### src/hdl/sdpms_pkg.sv
// ----------------------------------------------------------------------------
// sdpms_pkg
// Types, codes and constants of the servo drive power and move sequencer.
// ----------------------------------------------------------------------------
package sdpms_pkg;

	localparam int POSITION_WIDTH = 32;

	typedef enum logic [1:0] {
		FUNC_TICK = 2'd0,
		FUNC_SON  = 2'd1,
		FUNC_SOFF = 2'd2,
		FUNC_MOVE = 2'd3
	} func_t;

	typedef enum logic [1:0] {
		CFG_CLEAR_WAIT   = 2'd0,
		CFG_SETPOINT_LOW = 2'd1,
		CFG_ACK_WAIT     = 2'd2,
		CFG_REACH_TIME   = 2'd3
	} cfg_index_t;

	typedef enum logic [2:0] {
		PH_IDLE  = 3'd0,
		PH_SON   = 3'd1,
		PH_SOFF  = 3'd2,
		PH_CLEAR = 3'd3,
		PH_SPLOW = 3'd4,
		PH_ACK   = 3'd5,
		PH_REACH = 3'd6
	} phase_t;

	typedef enum logic [2:0] {
		DS_SWITCH_DISABLED = 3'd0,
		DS_READY           = 3'd1,
		DS_SWITCHED_ON     = 3'd2,
		DS_OP_ENABLED      = 3'd3,
		DS_FAULT           = 3'd4,
		DS_UNKNOWN         = 3'd5
	} drive_state_t;

	localparam logic [15:0] SW_MASK_SHORT = 16'h004F;
	localparam logic [15:0] SW_MASK_LONG  = 16'h006F;
	localparam logic [15:0] SW_SWITCH_DIS = 16'h0040;
	localparam logic [15:0] SW_READY      = 16'h0021;
	localparam logic [15:0] SW_SWITCHED   = 16'h0023;
	localparam logic [15:0] SW_OP_EN      = 16'h0027;
	localparam logic [15:0] SW_FAULT      = 16'h0008;

	localparam logic [15:0] CW_FAULT_RESET = 16'h0080;
	localparam logic [15:0] CW_ENABLE_OP   = 16'h000F;
	localparam logic [15:0] CW_SHUTDOWN    = 16'h0006;
	localparam logic [15:0] CW_SWITCH_ON   = 16'h0007;
	localparam logic [15:0] CW_DISABLE     = 16'h0000;

	localparam logic [15:0] BIT_SETPOINT = 16'h0010;
	localparam logic [15:0] BIT_ABS      = 16'h0040;
	localparam logic [15:0] BIT_REACHED  = 16'h0400;
	localparam logic [15:0] BIT_ACK      = 16'h1000;

	localparam logic [7:0]  MODE_PROFILE_POS = 8'd1;
	localparam logic [15:0] COUNT_MAX        = 16'hFFFF;

	typedef struct packed {
		logic [15:0] clear_wait_ticks;
		logic [15:0] setpoint_low_ticks;
		logic [15:0] ack_wait_ticks;
		logic [15:0] reach_timeout_ticks;
	} cfg_regs_t;

	typedef struct packed {
		logic [15:0]        control_word;
		logic signed [31:0] target_command;
		logic [7:0]         operating_mode;
		logic [2:0]         drive_state;
		logic               busy_res;
		logic               done_res;
		logic               success;
	} result_t;

	function automatic drive_state_t decode_state(input logic [15:0] sw);
		drive_state_t st;
		if ((sw & SW_MASK_SHORT) == SW_SWITCH_DIS)     st = DS_SWITCH_DISABLED;
		else if ((sw & SW_MASK_LONG) == SW_READY)      st = DS_READY;
		else if ((sw & SW_MASK_LONG) == SW_SWITCHED)   st = DS_SWITCHED_ON;
		else if ((sw & SW_MASK_LONG) == SW_OP_EN)      st = DS_OP_ENABLED;
		else if ((sw & SW_MASK_SHORT) == SW_FAULT)     st = DS_FAULT;
		else                                           st = DS_UNKNOWN;
		return st;
	endfunction

	function automatic logic signed [31:0] fit_position(input logic signed [31:0] v);
		logic signed [POSITION_WIDTH-1:0] t;
		t = v[POSITION_WIDTH-1:0];
		return 32'(t);
	endfunction

endpackage

### src/hdl/sdpms_cmd_if.sv
// ----------------------------------------------------------------------------
// sdpms_cmd_if
// Input channel: one beat per tick with request code, status word and target.
// ----------------------------------------------------------------------------
interface sdpms_cmd_if;
	logic               valid;
	logic               ready;
	logic [1:0]         func;
	logic [15:0]        status_word;
	logic signed [31:0] target_position;

	modport source (output valid, output func, output status_word,
		output target_position, input ready);
	modport sink (input valid, input func, input status_word,
		input target_position, output ready);
endinterface

### src/hdl/sdpms_res_if.sv
// ----------------------------------------------------------------------------
// sdpms_res_if
// Result channel: one beat per tick with control word, target, mode and status.
// ----------------------------------------------------------------------------
interface sdpms_res_if;
	logic               valid;
	logic               ready;
	logic [15:0]        control_word;
	logic signed [31:0] target_command;
	logic [7:0]         operating_mode;
	logic [2:0]         drive_state;
	logic               busy_res;
	logic               done_res;
	logic               success;

	modport source (output valid, output control_word, output target_command,
		output operating_mode, output drive_state, output busy_res,
		output done_res, output success, input ready);
	modport sink (input valid, input control_word, input target_command,
		input operating_mode, input drive_state, input busy_res,
		input done_res, input success, output ready);
endinterface

### src/hdl/sdpms_cfg_if.sv
// ----------------------------------------------------------------------------
// sdpms_cfg_if
// Configuration write channel: register index and write data.
// ----------------------------------------------------------------------------
interface sdpms_cfg_if;
	logic        valid;
	logic        ready;
	logic [1:0]  index;
	logic [15:0] data;

	modport source (output valid, output index, output data, input ready);
	modport sink (input valid, input index, input data, output ready);
endinterface

### src/hdl/sdpms_core.sv
// ----------------------------------------------------------------------------
// sdpms_core
// Sequencer state and one-tick step logic: power state decode, servo on/off
// stepping and the profile position move handshake.
// ----------------------------------------------------------------------------
module sdpms_core (
	input  logic                clk,
	input  logic                arst_n,
	input  logic                step,
	input  logic [1:0]          func,
	input  logic [15:0]         status_word,
	input  logic signed [31:0]  target_position,
	input  sdpms_pkg::cfg_regs_t cfg,
	output sdpms_pkg::result_t  result
);
	import sdpms_pkg::*;

	phase_t             phase_q, phase_d;
	logic [15:0]        wait_q, wait_d;
	logic [15:0]        ctrl_q, ctrl_d;
	logic signed [31:0] target_q, target_d;
	logic [7:0]         mode_q, mode_d;
	logic signed [31:0] pend_q, pend_d;
	drive_state_t       st;
	logic               done, ok;

	always_comb begin
		st       = decode_state(status_word);
		phase_d  = phase_q;
		wait_d   = wait_q;
		ctrl_d   = ctrl_q;
		target_d = target_q;
		mode_d   = mode_q;
		pend_d   = pend_q;
		done     = 1'b0;
		ok       = 1'b0;

		if (phase_q == PH_IDLE && func_t'(func) != FUNC_TICK) begin
			wait_d = '0;
			case (func_t'(func))
				FUNC_SON: begin
					mode_d  = MODE_PROFILE_POS;
					phase_d = PH_SON;
				end
				FUNC_SOFF: phase_d = PH_SOFF;
				default: begin
					pend_d  = fit_position(target_position);
					phase_d = PH_CLEAR;
				end
			endcase
		end

		case (phase_d)
			PH_SON: begin
				if (st == DS_OP_ENABLED) begin
					done = 1'b1; ok = 1'b1; phase_d = PH_IDLE;
				end else begin
					case (st)
						DS_READY:       ctrl_d = CW_SWITCH_ON;
						DS_SWITCHED_ON: ctrl_d = CW_ENABLE_OP;
						DS_FAULT:       ctrl_d = CW_FAULT_RESET;
						default:        ctrl_d = CW_SHUTDOWN;
					endcase
				end
			end
			PH_SOFF: begin
				if (st == DS_SWITCH_DISABLED) begin
					done = 1'b1; ok = 1'b1; phase_d = PH_IDLE;
				end else begin
					case (st)
						DS_OP_ENABLED:  ctrl_d = CW_SWITCH_ON;
						DS_SWITCHED_ON: ctrl_d = CW_SHUTDOWN;
						DS_FAULT:       ctrl_d = CW_FAULT_RESET;
						default:        ctrl_d = CW_DISABLE;
					endcase
				end
			end
			PH_CLEAR: begin
				if (wait_d >= cfg.clear_wait_ticks || (status_word & BIT_REACHED) == '0) begin
					target_d = pend_d;
					ctrl_d   = (ctrl_d | CW_ENABLE_OP) & ~(BIT_ABS | BIT_SETPOINT);
					wait_d   = '0;
					phase_d  = PH_SPLOW;
				end else if (wait_d != COUNT_MAX) begin
					wait_d = wait_d + 16'd1;
				end
			end
			PH_SPLOW: begin
				if (wait_d != COUNT_MAX) wait_d = wait_d + 16'd1;
				if (wait_d >= cfg.setpoint_low_ticks) begin
					ctrl_d  = ctrl_d | BIT_SETPOINT;
					wait_d  = '0;
					phase_d = PH_ACK;
				end
			end
			PH_ACK: begin
				if (wait_d >= cfg.ack_wait_ticks || (status_word & BIT_ACK) != '0) begin
					wait_d  = '0;
					phase_d = PH_REACH;
				end else if (wait_d != COUNT_MAX) begin
					wait_d = wait_d + 16'd1;
				end
			end
			PH_REACH: begin
				if (wait_d >= cfg.reach_timeout_ticks) begin
					done = 1'b1;
				end else if ((status_word & BIT_REACHED) != '0) begin
					done = 1'b1; ok = 1'b1;
				end else if (wait_d != COUNT_MAX) begin
					wait_d = wait_d + 16'd1;
				end
				if (done) begin
					ctrl_d  = ctrl_d & ~BIT_SETPOINT;
					phase_d = PH_IDLE;
				end
			end
			default: phase_d = PH_IDLE;
		endcase
	end

	always_comb begin
		result.control_word   = ctrl_d;
		result.target_command = target_d;
		result.operating_mode = mode_d;
		result.drive_state    = st;
		result.busy_res       = (phase_d != PH_IDLE);
		result.done_res       = done;
		result.success        = done && ok;
	end

	always_ff @(posedge clk or negedge arst_n) begin
		if (!arst_n) begin
			phase_q  <= PH_IDLE;
			wait_q   <= '0;
			ctrl_q   <= '0;
			target_q <= '0;
			mode_q   <= '0;
			pend_q   <= '0;
		end else if (step) begin
			phase_q  <= phase_d;
			wait_q   <= wait_d;
			ctrl_q   <= ctrl_d;
			target_q <= target_d;
			mode_q   <= mode_d;
			pend_q   <= pend_d;
		end
	end

endmodule

### src/hdl/servo_drive_power_and_move_sequencer_top.sv
// ----------------------------------------------------------------------------
// servo_drive_power_and_move_sequencer_top
// CiA 402 master-side power and profile position move sequencer.
// ----------------------------------------------------------------------------
// One command beat per drive tick goes in and exactly one result beat comes
// out through the input register and the result register when the result
// side is ready. A beat is taken every cycle while the result side is ready:
// the input register feeds the step logic, which updates the sequencer state
// and loads the result register in the same cycle, so the rate is one beat
// per clock. Timeouts count ticks (beats), not clocks. The configuration port
// always accepts writes; write it only while no sequence is in progress.
module servo_drive_power_and_move_sequencer_top (
	input logic         clk,
	input logic         arst_n,
	sdpms_cmd_if.sink   cmd,
	sdpms_res_if.source res,
	sdpms_cfg_if.sink   cfg
);
	import sdpms_pkg::*;

	cfg_regs_t          cfg_q;
	logic               v_s1, v_s2;
	logic [1:0]         func_s1;
	logic [15:0]        sw_s1;
	logic signed [31:0] tp_s1;
	result_t            res_s2;
	result_t            step_res;
	logic               adv;

	assign adv       = v_s1 && (!v_s2 || res.ready);
	assign cmd.ready = !v_s1 || adv;
	assign cfg.ready = 1'b1;

	always_ff @(posedge clk or negedge arst_n) begin
		if (!arst_n) begin
			cfg_q.clear_wait_ticks    <= 16'd1000;
			cfg_q.setpoint_low_ticks  <= 16'd2;
			cfg_q.ack_wait_ticks      <= 16'd2000;
			cfg_q.reach_timeout_ticks <= 16'd5000;
		end else if (cfg.valid) begin
			case (cfg_index_t'(cfg.index))
				CFG_CLEAR_WAIT:   cfg_q.clear_wait_ticks    <= cfg.data;
				CFG_SETPOINT_LOW: cfg_q.setpoint_low_ticks  <= cfg.data;
				CFG_ACK_WAIT:     cfg_q.ack_wait_ticks      <= cfg.data;
				default:          cfg_q.reach_timeout_ticks <= cfg.data;
			endcase
		end
	end

	always_ff @(posedge clk or negedge arst_n) begin
		if (!arst_n) begin
			v_s1 <= 1'b0;
			v_s2 <= 1'b0;
		end else begin
			if (cmd.ready) v_s1 <= cmd.valid;
			if (adv) v_s2 <= 1'b1;
			else if (res.ready) v_s2 <= 1'b0;
		end
	end

	always_ff @(posedge clk) begin
		if (cmd.valid && cmd.ready) begin
			func_s1 <= cmd.func;
			sw_s1   <= cmd.status_word;
			tp_s1   <= cmd.target_position;
		end
		if (adv) res_s2 <= step_res;
	end

	sdpms_core u_core (
		.clk             (clk),
		.arst_n          (arst_n),
		.step            (adv),
		.func            (func_s1),
		.status_word     (sw_s1),
		.target_position (tp_s1),
		.cfg             (cfg_q),
		.result          (step_res)
	);

	assign res.valid          = v_s2;
	assign res.control_word   = res_s2.control_word;
	assign res.target_command = res_s2.target_command;
	assign res.operating_mode = res_s2.operating_mode;
	assign res.drive_state    = res_s2.drive_state;
	assign res.busy_res       = res_s2.busy_res;
	assign res.done_res       = res_s2.done_res;
	assign res.success        = res_s2.success;

endmodule
### src/flat_wrapper.sv
// flat-port wrapper written by rule: the top's interface ports become plain ports
module servo_drive_power_and_move_sequencer_top_flat import sdpms_pkg::*;
  (clk, arst_n, cmd_valid, cmd_func, cmd_status_word, cmd_target_position, cmd_ready, res_valid, res_control_word, res_target_command, res_operating_mode, res_drive_state, res_busy_res, res_done_res, res_success, res_ready, cfg_valid, cfg_index, cfg_data, cfg_ready);
  sdpms_cmd_if cmd_i ();
  sdpms_res_if res_i ();
  sdpms_cfg_if cfg_i ();
  input logic clk;
  input logic arst_n;
  input wire logic [$bits(cmd_i.valid)-1:0] cmd_valid;
  input wire logic [$bits(cmd_i.func)-1:0] cmd_func;
  input wire logic [$bits(cmd_i.status_word)-1:0] cmd_status_word;
  input wire logic [$bits(cmd_i.target_position)-1:0] cmd_target_position;
  output wire logic [$bits(cmd_i.ready)-1:0] cmd_ready;
  output wire logic [$bits(res_i.valid)-1:0] res_valid;
  output wire logic [$bits(res_i.control_word)-1:0] res_control_word;
  output wire logic [$bits(res_i.target_command)-1:0] res_target_command;
  output wire logic [$bits(res_i.operating_mode)-1:0] res_operating_mode;
  output wire logic [$bits(res_i.drive_state)-1:0] res_drive_state;
  output wire logic [$bits(res_i.busy_res)-1:0] res_busy_res;
  output wire logic [$bits(res_i.done_res)-1:0] res_done_res;
  output wire logic [$bits(res_i.success)-1:0] res_success;
  input wire logic [$bits(res_i.ready)-1:0] res_ready;
  input wire logic [$bits(cfg_i.valid)-1:0] cfg_valid;
  input wire logic [$bits(cfg_i.index)-1:0] cfg_index;
  input wire logic [$bits(cfg_i.data)-1:0] cfg_data;
  output wire logic [$bits(cfg_i.ready)-1:0] cfg_ready;
  assign cmd_i.valid = cmd_valid;
  assign cmd_i.func = cmd_func;
  assign cmd_i.status_word = cmd_status_word;
  assign cmd_i.target_position = cmd_target_position;
  assign cmd_ready = cmd_i.ready;
  assign res_valid = res_i.valid;
  assign res_control_word = res_i.control_word;
  assign res_target_command = res_i.target_command;
  assign res_operating_mode = res_i.operating_mode;
  assign res_drive_state = res_i.drive_state;
  assign res_busy_res = res_i.busy_res;
  assign res_done_res = res_i.done_res;
  assign res_success = res_i.success;
  assign res_i.ready = res_ready;
  assign cfg_i.valid = cfg_valid;
  assign cfg_i.index = cfg_index;
  assign cfg_i.data = cfg_data;
  assign cfg_ready = cfg_i.ready;
  servo_drive_power_and_move_sequencer_top u_core (.clk(clk), .arst_n(arst_n), .cmd(cmd_i), .res(res_i), .cfg(cfg_i));
endmodule
### config.mk
export PLATFORM = sky130hd
export DESIGN_NAME = servo_drive_power_and_move_sequencer_top_flat
export DESIGN_NICKNAME = d
export VERILOG_FILES = /design/src/hdl/sdpms_pkg.sv /design/src/hdl/sdpms_cmd_if.sv /design/src/hdl/sdpms_res_if.sv /design/src/hdl/sdpms_cfg_if.sv /design/src/hdl/sdpms_core.sv /design/src/hdl/servo_drive_power_and_move_sequencer_top.sv /design/src/flat_wrapper.sv
export SDC_FILE = /design/constraint.sdc
export NUM_CORES = 1
export LEC_CHECK = 0
export BUFFER_PORTS_ARGS = -buffer_cell sky130_fd_sc_hd__buf_2
export CORE_UTILIZATION = 25
export DETAILED_ROUTE_END_ITERATION = 12
export GPL_TIMING_DRIVEN = 0
export PLACE_DENSITY = 0.37
export SYNTH_ARGS = -nofsm -noshare
export SYNTH_HDL_FRONTEND = slang
export SYNTH_SLANG_ARGS = --single-unit
### constraint.sdc
create_clock -name clk -period 6.3 [get_ports clk]
set_clock_uncertainty 0.05 [all_clocks]
set_input_delay 0.63 -clock clk [delete_from_list [all_inputs] [get_ports clk]]
set_output_delay 0.63 -clock clk [all_outputs]
set_load 0.02 [all_outputs]
; ---- Word-level counts from Yosys, hierarchy flattened
; Index checks and enable logic that the tools add are counted.
; W data, S select, Z words.
[totals]
ff_bits = 282
in_bits = 73
output_inout_bits = 65
elab_cells = 118
[classes]
n_addsub = 1
n_lt_le_gt_ge = 4
n_eq_ne = 20
muxes = 47
bitwise_logic = 1
reduce_logical = 23
[ops]
columns = cell, n
row1 = $mux W16, 10
row2 = $mux W32, 4
row3 = $pmux W16 S5, 1
row4 = $ge A16 B16 Y1, 4
row5 = $pmux W16 S4, 1
row6 = $pmux W8 S3, 2
row7 = $mux W3, 11
row8 = $eq A6 B5 Y1 const B, 3
row9 = $pmux W3 S6, 1
row10 = $add A16 B1 Y16 const B, 1
row11 = $logic_not A16 Y1, 1
row12 = $mux W8, 2
row13 = $ne A16 B16 Y1 const B, 1
row14 = $eq A3 B2 Y1 const B, 4
row15 = $eq A3 B3 Y1 const B, 4
row16 = $mux W5, 2
row17 = $mux W1, 9
row18 = $reduce_and A2 Y1, 4
row19 = $mux W7, 1
row20 = $eq A3 B1 Y1 const B, 2
row21 = $logic_not A3 Y1, 2
row22 = $pmux W1 S3, 2
row23 = $eq A5 B4 Y1 const B, 1
row24 = $eq A5 B5 Y1 const B, 1
row25 = 12 further kinds, 22

; ---- Depth between registers and ports, before layout
; Gate-level depths: netlist of the first run.
[depth]
ltp_word = 10
depth_mapped = 24
ltp_nobuf = 22

; ---- By module
; From an unflattened synthesis of the first run, not the netlist that was laid out.
[hier_totals]
hier_cells = 1119
hier_area_um2 = 13394.1
[modules_own_cells]
columns = module, instances, cells_per_inst, area_per_inst_um2, seq_area_each_um2
row1 = sdpms_core, 1, 861, 7497.2, 2677.6
row2 = servo_drive_power_and_move_sequencer_top, 1, 258, 5896.9, 5037.3

; ---- Least setup slack after synthesis of the first run
; Ideal clock, no wire load.
[synth_path]
path_kind = register -> register
from = reg u_core.func_s1[0]
to = reg u_core.u_core.wait_q[13]
setup_ns = 0.076
arrival_time_ns = 4.683
path_slack_ns = 1.490
path_stages_with_launch = 25
path_buffers = 4
period_less_slack_ns = 4.810
path_cell_list = edfxtp_1 inv_1 ha_1 or4_1 buf_2 clkbuf_1 clkbuf_1 and2_1 ha_1 nand4_1 nor2_1 nand4_4 nor3b_4 nand3_2 and2_4 o21a_1 ha_1 a21oi_1 o21ai_0 a211oi_1 o21ai_0 a31oi_2 buf_4 nand3_1 o21ai_1
[synth_via]
elab_chain_len = 9
word_cells_on_any_way = 27
cone_classes = add/sub: 1 / order compare: 4 / eq/ne: 7 / mux: 11 / reduce/logical: 4
[synth_lines]
columns = item, line
row1 = "start, declared", servo_drive_power_and_move_sequencer_top.sv:23  ; logic [1:0] func_s1;
row2 = "start signal, assigned", servo_drive_power_and_move_sequencer_top.sv:63  ; func_s1 <= cmd.func;
row3 = $reduce_bool A2 Y1, sdpms_core.sv:38  ; if (phase_q == PH_IDLE && func_t'(func) != FUNC_TICK) begin
row4 = $logic_and A1 B1 Y1, sdpms_core.sv:38
row5 = $mux W16, sdpms_core.sv:38
row6 = $add A16 B1 Y16 or $ne A16 B16 Y1 (tied branches), n/a
row7 = $mux W16, n/a
row8 = $mux W16, sdpms_core.sv:53  ; case (phase_d)
row9 = $ge A16 B16 Y1, sdpms_core.sv:90  ; if (wait_d >= cfg.setpoint_low_ticks) begin
row10 = $mux W16, sdpms_core.sv:90
row11 = $pmux W16 S4 (*), sdpms_core.sv:53
row12 = "end signal, assigned", sdpms_core.sv:141  ; wait_q <= wait_d;
row13 = "end, declared", sdpms_core.sv:19  ; logic [15:0] wait_q, wait_d;
; Every way passes the cells marked *; elsewhere a longest branch is shown, timed or not. The select of a mux whose other input is x is not followed.
; A chain may end at the register's enable or synchronous reset.

; ---- Worst setup path after layout of the first run
[layout_path]
from = reg u_core.func_s1[0]
to = reg u_core.u_core.wait_q[8]
; Same word-level chain as after synthesis.

==> summary by stage, run 1 <==
Logic synthesis
By area the synthesized netlist is led by sky130_fd_sc_hd__dfrtp_1 (30%), sky130_fd_sc_hd__edfxtp_1 (24%), sky130_fd_sc_hd__mux2_2 (8.5%), sky130_fd_sc_hd__ha_1 (6.7%), sky130_fd_sc_hd__dfstp_2 (3.6%). The post-synthesis cell type with the largest combined area is sky130_fd_sc_hd__dfrtp_1. Each instance of the synthesized netlist takes up on average 12.2 um^2. Yosys printed 0 warnings. After synthesis the cells add up to 13000 um^2. The synthesis-stage register bit count is 277.

Of the post-synthesis cell area, the dominant cell type holds 0.299. In the post-synthesis netlist, the cell with the most instances is sky130_fd_sc_hd__dfrtp_1. The share of the Yosys chip area taken by registers is 0.576. The number of nets handed over by synthesis was 1203.

The number of enable-type register cells in the synthesized netlist is 104. The fraction of registers with async set/reset is 0.625. The gate count after technology mapping is 1061. The commonest cells after synthesis are sky130_fd_sc_hd__dfrtp_1 (155), sky130_fd_sc_hd__edfxtp_1 (104), sky130_fd_sc_hd__mux2_2 (98). After synthesis, the netlist uses 70 different library cells. For this run, the leading register cell type out of synthesis is sky130_fd_sc_hd__dfrtp_1.

Floorplan
The die boundary width is 230 um. The floorplan die area is 52800 um^2. Row generation in the floorplan step produced 83 rows.

For this configuration, the core starts out at a cell density of 0.253. The die outline height is 230 um. The region available for standard cell placement spans 51300 um^2. 138 I/O pins were placed.

Routing
Once detail routing completed, the nets flagged for antenna violations numbered 0. The number of detailed-routing iterations run before antenna repair is 4. The starting DRC count in detailed routing is 383.

The mean number of vias per cell is 4.37. The post-detailed-routing wire length is 34500 um. The number of remaining DRC errors is 0. The post-detailed-route wirelength per cell is 17.8 um.

The total via count after detailed routing is 8478.

Critical path
The endpoint identified for the worst register-to-register timing path is u_core.u_core.wait_q[8]. The reg2reg setup slack is 400 ps. On the worst path, the slowest cell contributes a delay of 550 ps.

The kind of end point of the critical path is a flop. Measured in cells, the most critical reg-to-reg path has a length of 23. On the critical path, the stage with the largest delay is an instance of sky130_fd_sc_hd__or4_1.

The type of origin of the critical path is a flop. In this run the worst path has a maximum fanout of 10. The critical path endpoint is u_core.u_core.wait_q[8]. The critical path start-end classification is flop to flop. The cell that appears most often on the critical path is sky130_fd_sc_hd__ha_1. Counting both buffers and inverters, the worst setup path holds a total of 4.

The startpoint of the worst-slack reg-to-reg timing path is u_core.func_s1[0]. The required time at the endpoint of the critical path is 6660 ps. Broken down by cell family, the worst path's largest delay share belongs to simple AND/OR/NAND/NOR gates.

At the worst endpoint, the arrival time is 6260 ps. The most critical setup path has its startpoint at u_core.func_s1[0]. In this run the number of cells on the critical path is 23.

Walking the worst path, the cells encountered are inv_1, ha_1, or4_1, buf_2, clkbuf_1, clkbuf_2, and2_1, ha_1, nand4_1, nor2_1, nand4_4, nor3b_4, nand3_2, and2_4, o21a_1, ha_1, nand2_1, nor3_1, o21ai_0, o21ai_1, nand3_2, a31o_1, a22o_1.

Global route
The via count of the first global-routing pass came to 8828. The first global-routing pass estimated 53700 um of wire. Entering global routing, the biggest net connects 91 pins. The global-route usage over all layers is 0.134.

The number of antenna violations at the first check in global routing is 0. The overall overflow remaining after global route is 0.

Final layout
The register cell area after layout is 7470 um^2. The growth of design area from synthesis to finish is 22.0%. Counting the fill cells in the layout gives 5342.

Of the cells placed in the final design, the portion with a size suffix greater than 1 is 0.263. Once layout is complete, the utilization of the core stands at 0.309. The number of antenna diodes in the final layout is 0. The net count of the finished layout is 1375. Summing all multi-input logic gate instances after layout gives 5070 um^2.

STA
The hold violation count in the final report is 0. Setup violations remaining at the end of the flow were counted as 0. Setup repair after global routing left no endpoint under its margin. The final critical delay including setup and external delays is 5900 ps.

The maximum clock frequency is 170 MHz. The number of max-slew violations in the final report is 0. The share of the clock period used by the worst path is 0.936.

The worst pin sits at a relative slew slack of 0.306. At the pin with the least slew margin, the transition time is 1030 ps. Setup slack on the critical path of the routed design comes to 403 ps. Adding up every negative setup slack in the final design gives 0 ps.

Worst hold path
The path category of the worst min-delay check is input pin to async pin.

Run status
The run finished with clean final reports.

Clocking
The later pin in the worst-skew pair is clocked with a latency of 540 ps. The number of clock buffers added by TritonCTS is 36. The clock-pin slew reported for the worst setup and hold paths after clock tree synthesis is 60 ps. The total clock sinks is 277. The deepest level of the CTS H-tree is 2. TritonCTS built the clock tree. The number of buffers inserted for hold repair after clock tree synthesis is 0. No sink is reached through more buffers than the 3 on the longest clock path. The CTS root buffer is sky130_fd_sc_hd__clkbuf_16.

Power and ir drop
The peak supply drop is 0.157 mV. For this design the ratio of total power to cell area is 390 nW/um^2. The leakage power summed over all cells is 6.90 nW.

Place
Detailed placement finished with a half-perimeter wire length of 24000 um. Timing analysis after detailed placement gives a worst setup slack of -422 ps. The count of port buffers added during placement is 128.

The final weighted congestion in routability-driven placement is 0.768.

Job
Max-cap violations in this run came to 0.
-- what timing repair did --
item	CTS	global route
buffers inserted	0	2
gates resized for setup	2	7
pin swaps	0	1
setup endpoints to repair	16	17
-- power breakdown --
group	total, mW	internal, mW	switching (mW)
logic	1.53	0.605	0.920
registers	2.50	2.33	0.177
clock network	2.14	1.34	0.804
total	6.17	4.27	1.90
-- metrics by stage --
stage               total power, mW  cell area (um^2)  instances  hold slack, ps
global placement               4.05             14500       1869             391
finish                         6.17             15800       1939            26.9
global route                   6.58             15800       1939            76.5
CTS                            6.29             15800       1936            58.5
floorplan                      3.54             13000       1061             284
detailed placement             4.07             14600       1872             394
-- logic make-up after synthesis --
kind of cell / Yosys count / synth area share
compound gates: 176 / 0.0843
xor+xnor: 9 / 0.00607
fa+ha+maj: 69 / 0.0665
buf+inv: 116 / 0.0356
flops: 277 / 0.576
mux: 149 / 0.126
other cells: 1 / 0.000289
simple gates: 264 / 0.105
-- how the worst min path moves through the flow --
stage / cells past startpoint / endpoint
global placement: 1 / u_core.u_core.mode_q[0]
CTS: 1 / u_core.cfg_q[19]
floorplan: 0 / u_core.cfg_q[0]
global route: 1 / u_core.cfg_q[19]
detailed placement: 1 / u_core.u_core.mode_q[0]
finish: 1 / u_core.cfg_q[19]
-- layer usage --
layer	share of wire	track usage	vias up
li1	-	-	4152
met1	0.49	0.186	4133
met2	0.45	0.209	150
met3	0.039	0.0252	43
met4	0.021	0.0406	0
met5	0	0	-
-- cell type report --
type                            instances  share of cell area
Sequential cell                       277               0.472
Multi-Input combinational cell        668               0.320
Clock buffer                           54              0.0649
Tap cell                              680              0.0537
Timing Repair Buffer                  134              0.0471
Inverter                               80              0.0190
Clock inverter                         10              0.0126
Buffer                                 36              0.0105
-- placed cells by master, fill, tap and decap left out, types with 5 or more instances in the layout --
cell type | synthesis | routed
sky130_fd_sc_hd__nand3_1 | 13 | 12
sky130_fd_sc_hd__a21o_1 | 6 | 6
sky130_fd_sc_hd__buf_2 | 9 | 136
sky130_fd_sc_hd__mux2_2 | 98 | 98
sky130_fd_sc_hd__inv_1 | 79 | 79
sky130_fd_sc_hd__edfxtp_1 | 104 | 104
sky130_fd_sc_hd__xnor2_1 | 8 | 8
sky130_fd_sc_hd__and2_1 | 48 | 47
sky130_fd_sc_hd__nand3b_1 | 5 | 5
sky130_fd_sc_hd__and3_1 | 8 | 8
sky130_fd_sc_hd__o21ai_1 | 36 | 38
sky130_fd_sc_hd__mux2i_1 | 32 | 32
sky130_fd_sc_hd__a21oi_1 | 32 | 32
sky130_fd_sc_hd__nand4_1 | 10 | 10
sky130_fd_sc_hd__o211ai_1 | 6 | 6
sky130_fd_sc_hd__a211oi_1 | 5 | 5
sky130_fd_sc_hd__nor2b_1 | 7 | 7
sky130_fd_sc_hd__clkbuf_8 | 0 | 6
sky130_fd_sc_hd__nor3_1 | 11 | 10
sky130_fd_sc_hd__dfrtp_1 | 155 | 155
sky130_fd_sc_hd__bufinv_16 | 0 | 5
sky130_fd_sc_hd__nand2_1 | 95 | 95
sky130_fd_sc_hd__nand2b_1 | 9 | 9
sky130_fd_sc_hd__a31oi_1 | 8 | 8
sky130_fd_sc_hd__ha_1 | 69 | 69
sky130_fd_sc_hd__dfstp_2 | 18 | 18
sky130_fd_sc_hd__clkbuf_16 | 0 | 36
sky130_fd_sc_hd__clkbuf_1 | 20 | 30
sky130_fd_sc_hd__mux2_1 | 19 | 19
sky130_fd_sc_hd__nor2_1 | 36 | 36
sky130_fd_sc_hd__a22o_1 | 12 | 12
sky130_fd_sc_hd__o21ai_0 | 36 | 34
-- registers in the layout (all words and copies together), names as in the netlist --
| name | flops |
|---|---|
| u_core.cfg_q | 64 |
| u_core.func_s1 | 2 |
| u_core.res.busy_res | 1 |
| u_core.res.control_word | 16 |
| u_core.res.done_res | 1 |
| u_core.res.drive_state | 3 |
| u_core.res.operating_mode | 8 |
| u_core.res.success | 1 |
| u_core.res.target_command | 32 |
| u_core.res.valid | 1 |
| u_core.sw_s1 | 8 |
| u_core.tp_s1 | 32 |
| u_core.u_core.ctrl_q | 16 |
| u_core.u_core.mode_q | 8 |
| u_core.u_core.pend_q | 32 |
| u_core.u_core.phase_q | 3 |
| u_core.u_core.target_q | 32 |
| u_core.u_core.wait_q | 16 |
| u_core.v_s1 | 1 |
Power figures use the tool's default switching activity.
==> inputs of run 2 (changes only) <==
--- a/config.mk
+++ b/config.mk
@@ -9,7 +9,8 @@
 export CORE_UTILIZATION = 25
 export DETAILED_ROUTE_END_ITERATION = 12
 export GPL_TIMING_DRIVEN = 0
-export PLACE_DENSITY = 0.37
+export PLACE_DENSITY = 0.36
 export SYNTH_ARGS = -nofsm -noshare
 export SYNTH_HDL_FRONTEND = slang
+export SYNTH_HIERARCHICAL = 1
 export SYNTH_SLANG_ARGS = --single-unit
==> run 2 against run 1 <==
  * Clock-buffer cell count fell by 7
  * Synthesized cell count increased by 4.7%
  * Combinational power grew 5%
  * Worst hold slack worse by 20 ps
  * Critical path type unchanged
  * Largest cell class unchanged
  * Highest routed layer unchanged
==> summary by stage, run 2 <==
Critical path
The startpoint of the worst-slack reg-to-reg timing path is u_core/func_s1[0] (was u_core.func_s1[0]). The critical path start-end classification is flop to flop (unchanged). The required time at the endpoint of the critical path is 6700 ps (was 6660 ps). The kind of end point of the critical path was a flop (unchanged).

The reg2reg setup slack came to 750 ps (was 400 ps). The type of origin of the critical path is a flop (unchanged). The logic depth of the worst register-to-register path came to 21 (was 23). The destination of the worst register-to-register timing path is u_core/u_core/wait_q[6] (was u_core.u_core.wait_q[8]). The data arrival at the endpoint of the critical path was 5950 ps (was 6260 ps). The highest fanout seen on the critical path was 10 (unchanged).

Clocking
The CTS root buffer was sky130_fd_sc_hd__clkbuf_16 (unchanged). The total clock sinks is 277 (unchanged). The clock-pin slew reported for the worst setup and hold paths after clock tree synthesis is 60 ps (about the same). The post-cts repair resize count came to 0 (was 2). The deepest level of the CTS H-tree is 2 (unchanged). The TritonCTS clock tree is built (unchanged).

The insertion delay to the later sink of the worst-skew pair was 550 ps (was 540 ps). The buffer depth of the longest clock path is 3 (unchanged). The number of buffers inserted for hold repair after clock tree synthesis came to 0 (unchanged).

The post-CTS setup buffer count was 0 (unchanged). The number of buffers created by CTS was 36 (unchanged).

Power and ir drop
The cell-internal power came to 4.10 mW (was 4.27 mW). The share of total power consumed by net switching is 0.332 (was 0.308). The leakage power summed over all cells is 7.00 nW (was 6.90 nW). The share of power burned in registers is 0.422 (was 0.406). The power density relative to cell area is 387 nW/um^2 (was 390 nW/um^2). The share of power burned in combinational logic is 0.263 (was 0.247). The peak supply drop is 0.161 mV (was 0.157 mV). The net switching power figure is 2.03 mW (was 1.90 mW). The clock network fraction of total power is 0.315 (was 0.347).

Place
The detailed-placement wirelength estimate came to 24600 um (was 24000 um). The count of port buffers added during placement is 128 (unchanged). The final weighted congestion in routability-driven placement is 0.792 (was 0.768). The number of placed cells counting well taps is 1922 (was 1872).

Logic synthesis
The total of warnings raised by yosys is 6 (was 0). The synthesized net count came to 1252 (was 1203). The average cell area after synthesis is 11.8 um^2 (was 12.2 um^2). The total standard cell area after synthesis is 13200 um^2 (was 13000 um^2).

The gate count after technology mapping is 1111 (was 1061).

Routing
The starting DRC count in detailed routing is 463 (was 383). The post-detailed-route wirelength per cell was 17.6 um (was 17.8 um). The number of remaining DRC errors is 0 (unchanged). The post-detailed-routing wire length is 35000 um (was 34500 um). The number of detailed-routing iterations run before antenna repair is 5 (was 4). The total via count after detailed routing was 8841 (was 8478). The remaining number of nets flagged by the antenna check after routing is 0 (unchanged). The mean number of vias per cell is 4.44 (was 4.37).

Global route
The number of antenna violations at the first check in global routing is 1 (was 0). The global-route usage over all layers is 0.133 (was 0.134). The first-pass GRT wire length is 54100 um (was 53700 um). The via count of the first global-routing pass is 8886 (was 8828).

The maximum number of pins on one net before global-route repair is 103 (was 91). The overall overflow remaining after global route came to 0 (unchanged).

Final layout
The footprint of the multi-input gates is 5040 um^2 (was 5070 um^2). The count of placed standard cells in the final layout, fillers left out is 1989 (was 1939). The growth of design area from synthesis to finish was 20.4% (was 22.0%).

The flip-flop count of the largest register, all copies and words added is 64 (unchanged). The register with the highest flop count is u_core/cfg_q (was u_core.cfg_q). Most used cells in the layout excluding fill and tap cells: sky130_fd_sc_hd__dfrtp_1 (155), sky130_fd_sc_hd__buf_2 (147), sky130_fd_sc_hd__inv_1 (109) (was sky130_fd_sc_hd__dfrtp_1 (155), sky130_fd_sc_hd__buf_2 (136), sky130_fd_sc_hd__edfxtp_1 (104)). The number of fillers in the final layout is 5301 (was 5342). The register cell area after layout is 7470 um^2 (unchanged). The net count of the finished layout is 1421 (was 1375). The most common library cell in the layout ignoring fill and taps is sky130_fd_sc_hd__dfrtp_1 (unchanged). The fraction of final layout cells sized beyond drive strength 1 is 0.260 (was 0.263).

Floorplan
The starting density of the core is 0.255 (was 0.253). The floorplan die area is 53500 um^2 (was 52800 um^2). The area of the core is 51600 um^2 (was 51300 um^2). The top-level I/O count was 138 (unchanged). The die outline height is 231 um (was 230 um). The die boundary width is 231 um (was 230 um). The standard-cell row count came to 83 (unchanged).

STA
The share of the clock period used by the worst path is 0.881 (was 0.936). Unrepaired setup endpoints after global routing: no (unchanged). The remaining max-slew budget at the tightest pin is 0.504 (was 0.306). The post-route setup TNS is 0 ps (unchanged). The actual slew at the worst max-slew pin is 739 ps (was 1030 ps). The number of max-slew violations in the final report is 0 (unchanged).

The hold violation count in the final report is 0 (unchanged). The setup-violating endpoint count in the final report is 0 (unchanged). The post-route worst hold slack is 6.65 ps (was 26.9 ps). The maximum clock frequency came to 180 MHz (was 170 MHz). The final critical delay including setup and external delays was 5550 ps (was 5900 ps).

Job
The reported max-cap violation count was 0 (unchanged).

Worst hold path
The path category of the worst min-delay check was input pin to async pin (unchanged).

Run status
Result of the run: finished, final reports clean (unchanged).
[run 2: cell types whose count changed in the layout (fill, tap and decap cells not counted), moves of 14 or more]
cell | previous run | this run
sky130_fd_sc_hd__nand2_1 | 95 | 81
sky130_fd_sc_hd__and2_1 | 47 | 28
sky130_fd_sc_hd__a21oi_1 | 32 | 93
sky130_fd_sc_hd__mux2_1 | 19 | 1
sky130_fd_sc_hd__inv_1 | 79 | 109
sky130_fd_sc_hd__o21ai_1 | 38 | 12
[run 2: worst max-delay path, stage by stage, from the launching register on]
cell	delay, ps
sky130_fd_sc_hd__edfxtp_1	350
sky130_fd_sc_hd__inv_1	60
sky130_fd_sc_hd__ha_1	180
sky130_fd_sc_hd__buf_2	200
sky130_fd_sc_hd__nor4_4	440
sky130_fd_sc_hd__nor2_1	250
sky130_fd_sc_hd__ha_1	290
sky130_fd_sc_hd__and2_1	210
sky130_fd_sc_hd__nand3_1	180
sky130_fd_sc_hd__o21ai_2	140
sky130_fd_sc_hd__or4_4	480
sky130_fd_sc_hd__nor3_2	190
sky130_fd_sc_hd__xnor2_1	190
sky130_fd_sc_hd__inv_1	80
sky130_fd_sc_hd__ha_1	310
sky130_fd_sc_hd__a21oi_1	220
sky130_fd_sc_hd__a21oi_1	110
sky130_fd_sc_hd__a211o_1	330
sky130_fd_sc_hd__o31ai_1	610
sky130_fd_sc_hd__o31ai_1	170
sky130_fd_sc_hd__buf_2	250
sky130_fd_sc_hd__o22ai_1	150
[run 2: power by group through the flow]
| stage | clock, mW | sequential, mW | combinational (mW) |
|---|---|---|---|
| 2_1_floorplan | 0 | 2.69 | 1.01 |
| 3_3_place_gp | 0 | 2.62 | 1.62 |
| 3_5_place_dp | 0 | 2.62 | 1.63 |
| 4_1_cts | 2.02 | 2.59 | 1.64 |
| 5_1_grt | 2.09 | 2.64 | 1.82 |
| 6_report | 1.93 | 2.59 | 1.61 |
[run 2: layout make-up]
cell class	count	share of cell area
Clock buffer	47	0.0595
Multi-Input combinational cell	676	0.318
Tap cell	680	0.0537
Clock inverter	19	0.00925
Timing Repair Buffer	131	0.0458
Sequential cell	277	0.472
Buffer	48	0.0153
Inverter	110	0.0261
Antenna cell	1	0.000158
[run 2: worst max-delay path by stage]
stage,from,to,slack (ps)
final,u_core/func_s1[0],u_core/u_core/wait_q[6],750
after global routing,u_core/func_s1[0],u_core/u_core/wait_q[6],330
after CTS,u_core/func_s1[0],u_core/u_core/wait_q[8],380
after detailed placement,u_core/func_s1[0],u_core/u_core/wait_q[10],390
after global placement,res_ready,u_core/u_core/wait_q[4],260
after floorplan,u_core/func_s1[0],u_core/res.busy_res,1770
[run 2: metal layers]
metal  global-route usage  vias to the layer above  wire length (um)  share of wire
met3               0.0257                       54              1460          0.042
li1                     -                     4304                 -              -
met2                0.207                      181             15900           0.45
met5                    0                        -                 0              0
met1                0.184                     4302             16700           0.48
met4               0.0457                        0              1000          0.029
[run 2: per-stage QoR]
step	utilization	area [um^2]	setup WS [ps]	power [mW]
6_report	0.307	15800	748	6.13
5_1_grt	0.307	15800	328	6.56
4_1_cts	0.307	15800	382	6.25
3_5_place_dp	0.285	14700	386	4.25
3_3_place_gp	0.284	14600	257	4.23
2_1_floorplan	-	13200	1770	3.69
==> inputs of run 3 (changes only) <==
--- a/config.mk
+++ b/config.mk
@@ -5,8 +5,10 @@
 export SDC_FILE = /design/constraint.sdc
 export NUM_CORES = 1
 export LEC_CHECK = 0
+export ABC_AREA = 1
 export BUFFER_PORTS_ARGS = -buffer_cell sky130_fd_sc_hd__buf_2
 export CORE_UTILIZATION = 25
+export CTS_CLUSTER_SIZE = 40
 export DETAILED_ROUTE_END_ITERATION = 12
 export GPL_TIMING_DRIVEN = 0
 export PLACE_DENSITY = 0.36
==> run 3 against run 2 <==
  * First-iteration DRC count rose by 18%
  * Critical path depth rose by 4
  * Non-clock buffer count rose by 13
  * Worst hold slack improved by 11 ps
  * Sequential share of layout area fell by 1.7 points
  * Fmax rose by 9.1%
  * Worst setup slack improved by 460 ps
==> summary by stage, run 3 <==
Final layout
The flip-flop count of the largest register, all copies and words added came to 64 (unchanged). Most used cells in the layout excluding fill and tap cells: sky130_fd_sc_hd__nand2_1 (428), sky130_fd_sc_hd__inv_1 (223), sky130_fd_sc_hd__dfrtp_1 (155) (was sky130_fd_sc_hd__dfrtp_1 (155), sky130_fd_sc_hd__buf_2 (147), sky130_fd_sc_hd__inv_1 (109)). The fraction of final layout cells sized beyond drive strength 1 is 0.148 (was 0.260). The growth of design area from synthesis to finish is 19.9% (was 20.4%). The register with the highest flop count is u_core/cfg_q (unchanged). The net count of the finished layout is 1866 (was 1421). The count of placed standard cells in the final layout, fillers left out was 2448 (was 1989).

The antenna diode instance count came to 0 (was 1). The post-route standard cell area excluding fillers is 16400 um^2 (was 15800 um^2). The most common library cell in the layout ignoring fill and taps is sky130_fd_sc_hd__nand2_1 (was sky130_fd_sc_hd__dfrtp_1).

Floorplan
The floorplan die area is 55800 um^2 (was 53500 um^2). The die boundary width was 236 um (was 231 um). The starting density of the core is 0.254 (was 0.255). The top-level I/O count was 138 (unchanged). The area of the core came to 54000 um^2 (was 51600 um^2). The die outline height was 236 um (was 231 um). The standard-cell row count is 85 (was 83).

Routing
The post-detailed-routing wire length came to 39900 um (was 35000 um). The total via count after detailed routing came to 10800 (was 8841). The starting DRC count in detailed routing is 546 (was 463). The number of remaining DRC errors is 0 (unchanged). The post-detailed-route wirelength per cell came to 16.3 um (was 17.6 um). The number of detailed-routing iterations run before antenna repair was 5 (unchanged). The remaining number of nets flagged by the antenna check after routing is 0 (unchanged).

The mean number of vias per cell is 4.39 (was 4.44).

Critical path
The startpoint of the worst-slack reg-to-reg timing path is u_core/func_s1[0] (unchanged). The reg2reg setup slack was 1210 ps (was 750 ps). The highest fanout seen on the critical path is 10 (unchanged).

The type of origin of the critical path was a flop (unchanged). The data arrival at the endpoint of the critical path is 5460 ps (was 5950 ps). The logic depth of the worst register-to-register path came to 25 (was 21). The destination of the worst register-to-register timing path is u_core/u_core/wait_q[8] (was u_core/u_core/wait_q[6]). The critical path start-end classification was flop to flop (unchanged).

The kind of end point of the critical path is a flop (unchanged). The required time at the endpoint of the critical path is 6670 ps (was 6700 ps).

Logic synthesis
The gate count after technology mapping is 1557 (was 1111). The total of warnings raised by yosys is 6 (unchanged). The total standard cell area after synthesis is 13700 um^2 (was 13200 um^2).

The synthesized net count is 1698 (was 1252). The average cell area after synthesis was 8.80 um^2 (was 11.8 um^2).

Clocking
The number of buffers inserted for hold repair after clock tree synthesis is 0 (unchanged). The TritonCTS clock tree is built (unchanged). The post-CTS setup buffer count is 0 (unchanged).

The insertion delay to the later sink of the worst-skew pair is 550 ps (about the same). The post-cts repair resize count was 0 (unchanged). The number of buffers created by CTS is 36 (unchanged). The deepest level of the CTS H-tree is 2 (unchanged). The buffer depth of the longest clock path is 3 (unchanged).

The CTS root buffer is sky130_fd_sc_hd__clkbuf_16 (unchanged). The total clock sinks is 277 (unchanged). The clock-pin slew reported for the worst setup and hold paths after clock tree synthesis is 60 ps (about the same).

STA
The post-route setup TNS is 0 ps (unchanged). The final critical delay including setup and external delays is 5090 ps (was 5550 ps). The number of max-slew violations in the final report is 0 (unchanged). The hold violation count in the final report is 0 (unchanged). Unrepaired setup endpoints after global routing: no (unchanged).

The actual slew at the worst max-slew pin is 842 ps (was 739 ps). The share of the clock period used by the worst path is 0.808 (was 0.881). The setup slack of the critical path after layout is 1210 ps (was 748 ps). The maximum clock frequency came to 196 MHz (was 180 MHz).

The setup-violating endpoint count in the final report is 0 (unchanged). The remaining max-slew budget at the tightest pin is 0.437 (was 0.504).

Global route
The via count of the first global-routing pass is 10800 (was 8886). The overall overflow remaining after global route is 0 (unchanged). The met2 layer usage reported by global route is 0.234 (was 0.207).

The most heavily used metal layer in global routing is met2 (unchanged). The met1 capacity usage during global routing came to 0.199 (was 0.184). The maximum number of pins on one net before global-route repair is 98 (was 103). The met3 track demand over resource was 0.0239 (was 0.0257). The first-pass GRT wire length is 62500 um (was 54100 um). The global-route usage over all layers is 0.146 (was 0.133).

The number of antenna violations at the first check in global routing is 0 (was 1).

Job
The reported max-cap violation count is 0 (unchanged).

Power and ir drop
The power density relative to cell area is 446 nW/um^2 (was 387 nW/um^2). The total power after layout is 7.33 mW (was 6.13 mW). The peak supply drop is 0.154 mV (was 0.161 mV). The leakage power summed over all cells came to 7.74 nW (was 7.00 nW).

Place
The final weighted congestion in routability-driven placement is 0.834 (was 0.792). The count of port buffers added during placement is 126 (was 128). The area of placed instances was 15300 um^2 (was 14700 um^2). The number of placed cells counting well taps is 2383 (was 1922). The worst setup timing slack at the placement stage was 1190 ps (was 386 ps).

The detailed-placement wirelength estimate is 29100 um (was 24600 um).

Worst hold path
The path category of the worst min-delay check is input pin to async pin (unchanged).

Run status
Result of the run: finished, final reports clean (unchanged).
==> run 3: cell types whose count changed in the layout (fill, tap and decap cells not counted), moves of 12 or more <==
cell and change:
sky130_fd_sc_hd__nand4_1 +51, sky130_fd_sc_hd__mux2_2 -95, sky130_fd_sc_hd__and2_1 -27, sky130_fd_sc_hd__o21ai_0 +69, sky130_fd_sc_hd__nor2_1 +57, sky130_fd_sc_hd__mux2i_1 -33
sky130_fd_sc_hd__xnor2_1 -12, sky130_fd_sc_hd__a21oi_1 -24, sky130_fd_sc_hd__inv_1 +114, sky130_fd_sc_hd__nand3_1 +39, sky130_fd_sc_hd__nand2_1 +347, sky130_fd_sc_hd__o21ai_1 +24
sky130_fd_sc_hd__xor2_1 +12
==> run 3: where the power goes <==
group          total [mW]  internal [mW]  switching [mW]  leakage [nW]
Combinational        2.78          0.878            1.90          4.01
Clock                1.97           1.17           0.797         0.545
Sequential           2.58           2.40           0.183          3.19
Total                7.33           4.45            2.88          7.74
==> run 3: worst max-delay path by stage <==
stage / startpoint / to / cells past startpoint
global route: u_core/func_s1[0] / u_core/u_core/wait_q[8] / 25
detailed placement: u_core/func_s1[0] / u_core/u_core/wait_q[8] / 25
floorplan: res_ready / u_core/u_core/ctrl_q[3] / 7
finish: u_core/func_s1[0] / u_core/u_core/wait_q[8] / 25
CTS: u_core/func_s1[0] / u_core/u_core/wait_q[8] / 25
global placement: res_ready / u_core/u_core/ctrl_q[3] / 8
==> run 3: final cells by class <==
type	count	area, um^2
Tap cell	696	871
Timing Repair Buffer	130	736
Inverter	234	878
Sequential cell	277	7470
Buffer	62	302
Clock buffer	55	1030
Clock inverter	10	78.8
Multi-Input combinational cell	984	5060
Fill cell	5796	37600
==> run 3: worst max-delay path, stage by stage (launching register included) <==
cell,delay [ps]
sky130_fd_sc_hd__edfxtp_1,390
sky130_fd_sc_hd__inv_1,90
sky130_fd_sc_hd__ha_1,210
sky130_fd_sc_hd__nor2_4,60
sky130_fd_sc_hd__nand2_4,180
sky130_fd_sc_hd__buf_6,200
sky130_fd_sc_hd__nand2_1,270
sky130_fd_sc_hd__inv_1,230
sky130_fd_sc_hd__ha_1,240
sky130_fd_sc_hd__nand4_1,190
sky130_fd_sc_hd__nor2_2,280
sky130_fd_sc_hd__nand2_1,150
sky130_fd_sc_hd__nor2_2,200
sky130_fd_sc_hd__nand2_1,100
sky130_fd_sc_hd__xor2_1,180
sky130_fd_sc_hd__ha_1,290
sky130_fd_sc_hd__nand2_1,60
sky130_fd_sc_hd__nor4_1,410
sky130_fd_sc_hd__nand3_1,230
sky130_fd_sc_hd__nand3_1,190
sky130_fd_sc_hd__nor2_1,60
sky130_fd_sc_hd__nor2_1,130
sky130_fd_sc_hd__nand3_2,180
sky130_fd_sc_hd__buf_4,240
sky130_fd_sc_hd__nand3_1,80
sky130_fd_sc_hd__a21oi_1,60
==> run 3: per-stage QoR <==
| stage | util | hold WS (ps) |
|---|---|---|
| 2_1_floorplan | - | 284 |
| 3_3_place_gp | 0.281 | 390 |
| 3_5_place_dp | 0.284 | 396 |
| 4_1_cts | 0.304 | 36.6 |
| 5_1_grt | 0.304 | 67.1 |
| 6_report | 0.304 | 18.0 |
==> run 3: metal layers <==
metal | vias to the layer above | wire (um)
met2 | 195 | 18200
met3 | 44 | 1700
met4 | 0 | 850
met1 | 5094 | 19200
li1 | 5420 | -
met5 | - | 0
